===== src/mono_bitmap_to_page_framebuffer_unit_assert.svh =====
// Assertion macros used by the framebuffer blit controller.
// Self-contained; define ASSERT_OFF to compile the checks away.
`ifndef MONO_BITMAP_TO_PAGE_FRAMEBUFFER_UNIT_ASSERT_SVH
`define MONO_BITMAP_TO_PAGE_FRAMEBUFFER_UNIT_ASSERT_SVH
`ifndef ASSERT_OFF
`define MBPF_ASSERT_IMP(label, clk, rst_n, ante, cons) \
  label: assert property (@(posedge clk) disable iff (!rst_n) (ante) |-> (cons)) \
    else $error("framebuffer unit: assertion failed");
`define MBPF_ASSERT_NXT(label, clk, rst_n, ante, cons) \
  label: assert property (@(posedge clk) disable iff (!rst_n) (ante) |=> (cons)) \
    else $error("framebuffer unit: assertion failed");
`else
`define MBPF_ASSERT_IMP(label, clk, rst_n, ante, cons)
`define MBPF_ASSERT_NXT(label, clk, rst_n, ante, cons)
`endif
`endif


===== src/mbpf_pkg.sv =====
// Shared types and constants of the framebuffer blit unit.
// No dependencies; used by the controller, the datapath and the top level.
package mbpf_pkg;

  localparam int unsigned SCREEN_WIDTH_DEF  = 128;
  localparam int unsigned SCREEN_HEIGHT_DEF = 64;
  localparam int unsigned STORE_DEPTH       = 1024;
  localparam int unsigned ADDR_W            = $clog2(STORE_DEPTH);
  localparam int unsigned IDX_W             = 14;

  typedef enum logic [1:0] {
    FUNC_BLIT    = 2'd0,
    FUNC_READ    = 2'd1,
    FUNC_RESTART = 2'd2,
    FUNC_PIXEL   = 2'd3
  } func_e;

  typedef enum logic [1:0] {
    CFG_HEIGHT   = 2'd0,
    CFG_WIDTH    = 2'd1,
    CFG_ORIGIN_X = 2'd2,
    CFG_ORIGIN_Y = 2'd3
  } cfg_idx_e;

  typedef struct packed {
    logic       capture;
    logic       restart;
    logic       rd_en;
    logic       rd_pix;
    logic       wr_en;
    logic       blit_step;
    logic       clr_we;
    logic       src_blit;
    logic [2:0] bit_idx;
  } ctrl_cmd_t;

  typedef struct packed {
    logic clr_last;
  } ctrl_sts_t;

endpackage


===== src/mbpf_ctrl.sv =====
// Sequencer of the framebuffer blit unit: clearing pass, per-pixel
// read-modify-write steps and byte reads. Depends on mbpf_pkg.
`include "mono_bitmap_to_page_framebuffer_unit_assert.svh"

module mbpf_ctrl (
  input  logic               clk_i,
  input  logic               rst_ni,
  input  logic               start,
  output logic               busy,
  input  mbpf_pkg::func_e    func_i,
  input  mbpf_pkg::ctrl_sts_t sts_i,
  output mbpf_pkg::ctrl_cmd_t cmd_o,
  output logic               read_valid_o
);
  import mbpf_pkg::*;

  typedef enum logic [2:0] {
    ST_CLEAR,
    ST_IDLE,
    ST_PIX_RD,
    ST_PIX_WR,
    ST_READ
  } state_e;

  state_e     state_q;
  logic [2:0] bit_q;
  logic       blit_q;
  logic       valid_q;
  logic       accept;

  assign busy         = (state_q != ST_IDLE);
  assign accept       = start && (state_q == ST_IDLE);
  assign read_valid_o = valid_q;

  always_comb begin
    cmd_o           = '0;
    cmd_o.capture   = accept;
    cmd_o.restart   = accept && (func_i == FUNC_RESTART);
    cmd_o.rd_en     = (state_q == ST_PIX_RD) || (state_q == ST_READ);
    cmd_o.rd_pix    = (state_q == ST_PIX_RD);
    cmd_o.wr_en     = (state_q == ST_PIX_WR);
    cmd_o.blit_step = (state_q == ST_PIX_WR) && blit_q && (&bit_q);
    cmd_o.clr_we    = (state_q == ST_CLEAR);
    cmd_o.src_blit  = blit_q;
    cmd_o.bit_idx   = bit_q;
  end

  always_ff @(posedge clk_i or negedge rst_ni) begin
    if (!rst_ni) begin
      state_q <= ST_CLEAR;
      bit_q   <= '0;
      blit_q  <= 1'b0;
      valid_q <= 1'b0;
    end else begin
      valid_q <= (state_q == ST_READ);
      case (state_q)
        ST_CLEAR: begin
          if (sts_i.clr_last) begin
            state_q <= ST_IDLE;
          end
        end
        ST_IDLE: begin
          if (accept) begin
            bit_q <= '0;
            case (func_i)
              FUNC_BLIT: begin
                blit_q  <= 1'b1;
                state_q <= ST_PIX_RD;
              end
              FUNC_PIXEL: begin
                blit_q  <= 1'b0;
                state_q <= ST_PIX_RD;
              end
              FUNC_READ: begin
                state_q <= ST_READ;
              end
              default: begin
                state_q <= ST_IDLE;
              end
            endcase
          end
        end
        ST_PIX_RD: begin
          state_q <= ST_PIX_WR;
        end
        ST_PIX_WR: begin
          // A blit byte walks all eight pixels; a single pixel ends here.
          if (blit_q && !(&bit_q)) begin
            bit_q   <= bit_q + 3'd1;
            state_q <= ST_PIX_RD;
          end else begin
            state_q <= ST_IDLE;
          end
        end
        ST_READ: begin
          state_q <= ST_IDLE;
        end
        default: begin
          state_q <= ST_IDLE;
        end
      endcase
    end
  end

  `MBPF_ASSERT_NXT(a_read_strobe, clk_i, rst_ni, state_q == ST_READ, valid_q)
  `MBPF_ASSERT_NXT(a_strobe_single, clk_i, rst_ni, valid_q, !valid_q)
  `MBPF_ASSERT_IMP(a_wr_after_rd, clk_i, rst_ni, state_q == ST_PIX_WR, $past(state_q) == ST_PIX_RD)
  `MBPF_ASSERT_IMP(a_no_step_single, clk_i, rst_ni, cmd_o.blit_step, cmd_o.wr_en && blit_q)

endmodule


===== config.mk =====
export PLATFORM = sky130hd
export DESIGN_NAME = mbpf_ctrl
export DESIGN_NICKNAME = d
export VERILOG_FILES = /design/src/mbpf_pkg.sv /design/src/mbpf_ctrl.sv
export VERILOG_INCLUDE_DIRS = /design/src /design/src/src
export SDC_FILE = /design/constraint.sdc
export NUM_CORES = 1
export LEC_CHECK = 0
export ABC_AREA = 1
export BUFFER_PORTS_ARGS = -buffer_cell sky130_fd_sc_hd__buf_4
export CORE_UTILIZATION = 32
export CTS_CLUSTER_DIAMETER = 40
export CTS_CLUSTER_SIZE = 12
export DETAILED_ROUTE_END_ITERATION = 10
export GPL_TIMING_DRIVEN = 0
export PLACE_DENSITY = 0.57
export SYNTH_ARGS = -nofsm -noshare
export SYNTH_HDL_FRONTEND = slang
export SYNTH_SLANG_ARGS = --single-unit

===== constraint.sdc =====
create_clock -name clk_i -period 3.7 [get_ports clk_i]
set_clock_uncertainty 0.15 [all_clocks]
set_input_delay 0.37 -clock clk_i [delete_from_list [all_inputs] [get_ports clk_i]]
set_output_delay 0.37 -clock clk_i [all_outputs]
set_load 0.005 [all_outputs]

==> results.txt <==
- Die span in y: 44.3 um
* Status: finished with violations
- Synthesized area per cell: about 7.4 um2
* Fill cell count: ~170
- The min-delay analysis places its worst path in the category in2reg.
- Global-route wire length before repair: 1960 um
- CTS clock-pin slew for the worst setup and hold paths: 0.05 ns
- The worst path meets setup with 1.85 ns of slack.
- Of the cells placed in the final design, the portion with a size suffix greater than 1 is about a third.
- Area of the core: 0.00159 mm2
- For this run, the top clock speed supported by timing is 541 MHz.
- Power spread over the standard cell area amounts to 554 mW/mm2.
- The number of antenna violations at the first check in global routing is 0.
* Boundary pin count: 19
- Port buffering added 18 buffers.
- IR analysis of the VDD net gives a maximum drop of 230 uV.
* Remaining DRCs: 1
- Clock tree synthesis selected as its root buffer the cell clkbuf_4.
- Subtracting the final worst setup slack from the clock period gives 1.85 ns.
- Via-per-instance ratio: ~4.3
- The library cells used most frequently in the layout, excluding fill and tap cells, are buf_4 (20), inv_1 (15), nand2_1 (14).
* Number of setup violations in the final report: 0
- The max-slew violation total from the final report was 0.
* N_diodes: 0
* Final cell area excluding filler cells: 769 um2
* Aggregate global-route resource usage: 14.3%
* Setup repair after global routing missed its margin: false
- Portion of the post-synthesis area used by sequential elements: around a third
* Number of register bits inferred by synthesis: 8
- Final RePlAce weighted congestion: slightly below 0.7
- Post-route non-filler standard cell count: 123
- DRT Pass-1 Iters: 6
* CTS H-Tree Depth: 1
* Maximum clock insertion buffer count: 2
* Die Width: between 40 and 50 um
- Multi-input logic area: ~300 um2
- Routed length per placed instance: 8.86 um
* Synthesized instance count: 77
* Max FO, Critical Path: 6
* Number of cells on the worst hold path: 3
- The final layout contains routed wiring with a total length of 1090 um.
- Die area: 0.00196 mm2
- Total design power: roughly 430 uW
- Post-synthesis cell area: roughly 570 um2
- Number of global-route vias before repair: 468
* Post-cts resize count: 0
- The final reports fail on DRC.
- Entering global routing, the biggest net connects 9 pins.
- Data arrives at the worst endpoint at 1.33 ns.
* Number of placed instances, taps included: between 100 and 150
- After global routing the overflow that remains totals 0.
- The analysis attributes to cell leakage a power of 0.000454 uW.
- For this block, the via count after detailed routing is 525.
* Total clock sinks: 8
- In this run the remaining antenna-violating nets after routing total 0.
* Required time worst endpoint: 3.18 ns
- Row cnt: 14
- Cell variety after synth: 16
- Start-to-end type of the worst setup path: reg2out
- The tool flagged a number of max-cap violations equal to 0.
- Starting density of the core: a little over a third
- Register area: approximately 200 um2
- Detailed placement ended at an HPWL of slightly above 900 um.
- Timing analysis after detailed placement gives a worst setup slack of 2.12 ns.
- The hold violation total from the final report was 0.
- TritonCTS created 3 clock buffers.
- At the pin with the least slew margin, the transition time is between 0.2 and 0.3 ns.
- Relative max-transition margin: 82.0%
* Setup TNS: 0 ns
* Worst-case reg-to-reg path depth: 7
- From synthesis to final layout, the design area changed by 34.6%.
* Sort of element at the end of the critical path: primary output
- Synth Net Count: 89
* Total number of yosys warnings: 0
- STA classifies the critical path startpoint as a register.
- The library cell used most frequently in the layout, excluding fill and tap cells, is buf_4.
- At the later pin of the worst-skew pair, clock insertion delay measures 0.25 ns.
* Post-layout net count: 113
- CTS tree: yes
* Detailed router's first-iteration violation count: 3
- The placed instances occupy a cell area of 737 um2.
* Buffer count from post-CTS setup fixing: 0
- In the finished design, the share of the clock period the worst path needs comes to roughly half.
[repair_timing]
action / 4_1_cts / 5_1_grt
hold buffers: 1 / 0
endpoints found under the hold margin: 8 / 0
setup endpoints to repair: 0 / 0
[stage by stage]
stage	util [%]	hold slack (ns)
final	48.3	0.228
after global routing	48.3	0.247
after CTS	48.3	0.223
after detailed placement	46.2	0.0430
after global placement	46.2	0.0427
after floorplan	-	-0.0756
[sequential cells by signal, summed over array words and instances (netlist names)]
register      flops
bit_q             3
blit_q            1
read_valid_o      1
state_q           3
[layout make-up]
class	count	area share, %
sequential	8	26.0
buffer	2	1.95
tap	24	3.90
multi-input combinational	51	38.5
timing repair buffer	19	18.9
clock buffer	3	2.93
inverter	16	7.80
[cell families after synthesis]
family | count (synthesis) | synth area share (%)
DFF | 8 | 35.0
buffers and inverters | 18 | 13.1
adders and majority gates | 6 | 13.1
AOI/OAI and AO/OA | 3 | 2.84
and+or+nand+nor | 42 | 35.9
[Yosys cell counts (all sizes together)]
cell type | instances | share of area [%]
nor2 | 13 | 12
a21oi | 1 | 0.87
buf | 2 | 2.6
dfrtp | 8 | 35
nand2 | 19 | 16
ha | 6 | 13
o22ai | 1 | 1.1
inv | 16 | 11
nor3 | 1 | 0.87
nand3 | 9 | 7.9
o21ai | 1 | 0.87
[per-layer routing]
| layer | track usage [%] | part of all wire [%] | up-vias |
|---|---|---|---|
| met2 | 22.6 | 48 | 15 |
| met3 | 6.12 | 5.5 | 2 |
| met4 | 7.27 | 1.4 | 0 |
| met5 | 0 | 0 | - |
| li1 | - | - | 278 |
| met1 | 16.3 | 45 | 230 |
[power by group]
part | internal [uW] | switching [uW] | leakage [uW]
clock | 37.0 | 28.1 | 0.0000138
combinational | 107 | 119 | 0.000334
sequential | 109 | 25.1 | 0.000106
total | 254 | 172 | 0.000454
[worst max-delay path, stage by stage (launching register included)]
cell and delay, ns:
dfrtp_1 0.47, nor2_1 0.23, nand2_2 0.08, nor2_2 0.10, buf_4 0.11, buf_4 0.09
[path summary, 6_finish.rpt]
check                            from            to  slack, ns
max in group asynchronous      rst_ni      bit_q[0]       2.95
hold / removal                  sts_i    state_q[0]       0.23
setup / recovery           state_q[2]     cmd_o[10]       1.85
min in group asynchronous      rst_ni  read_valid_o       0.32
setup reg to reg             bit_q[0]      bit_q[1]       2.20
hold reg to reg                blit_q        blit_q       0.40
(Power assumes the default switching activity.)
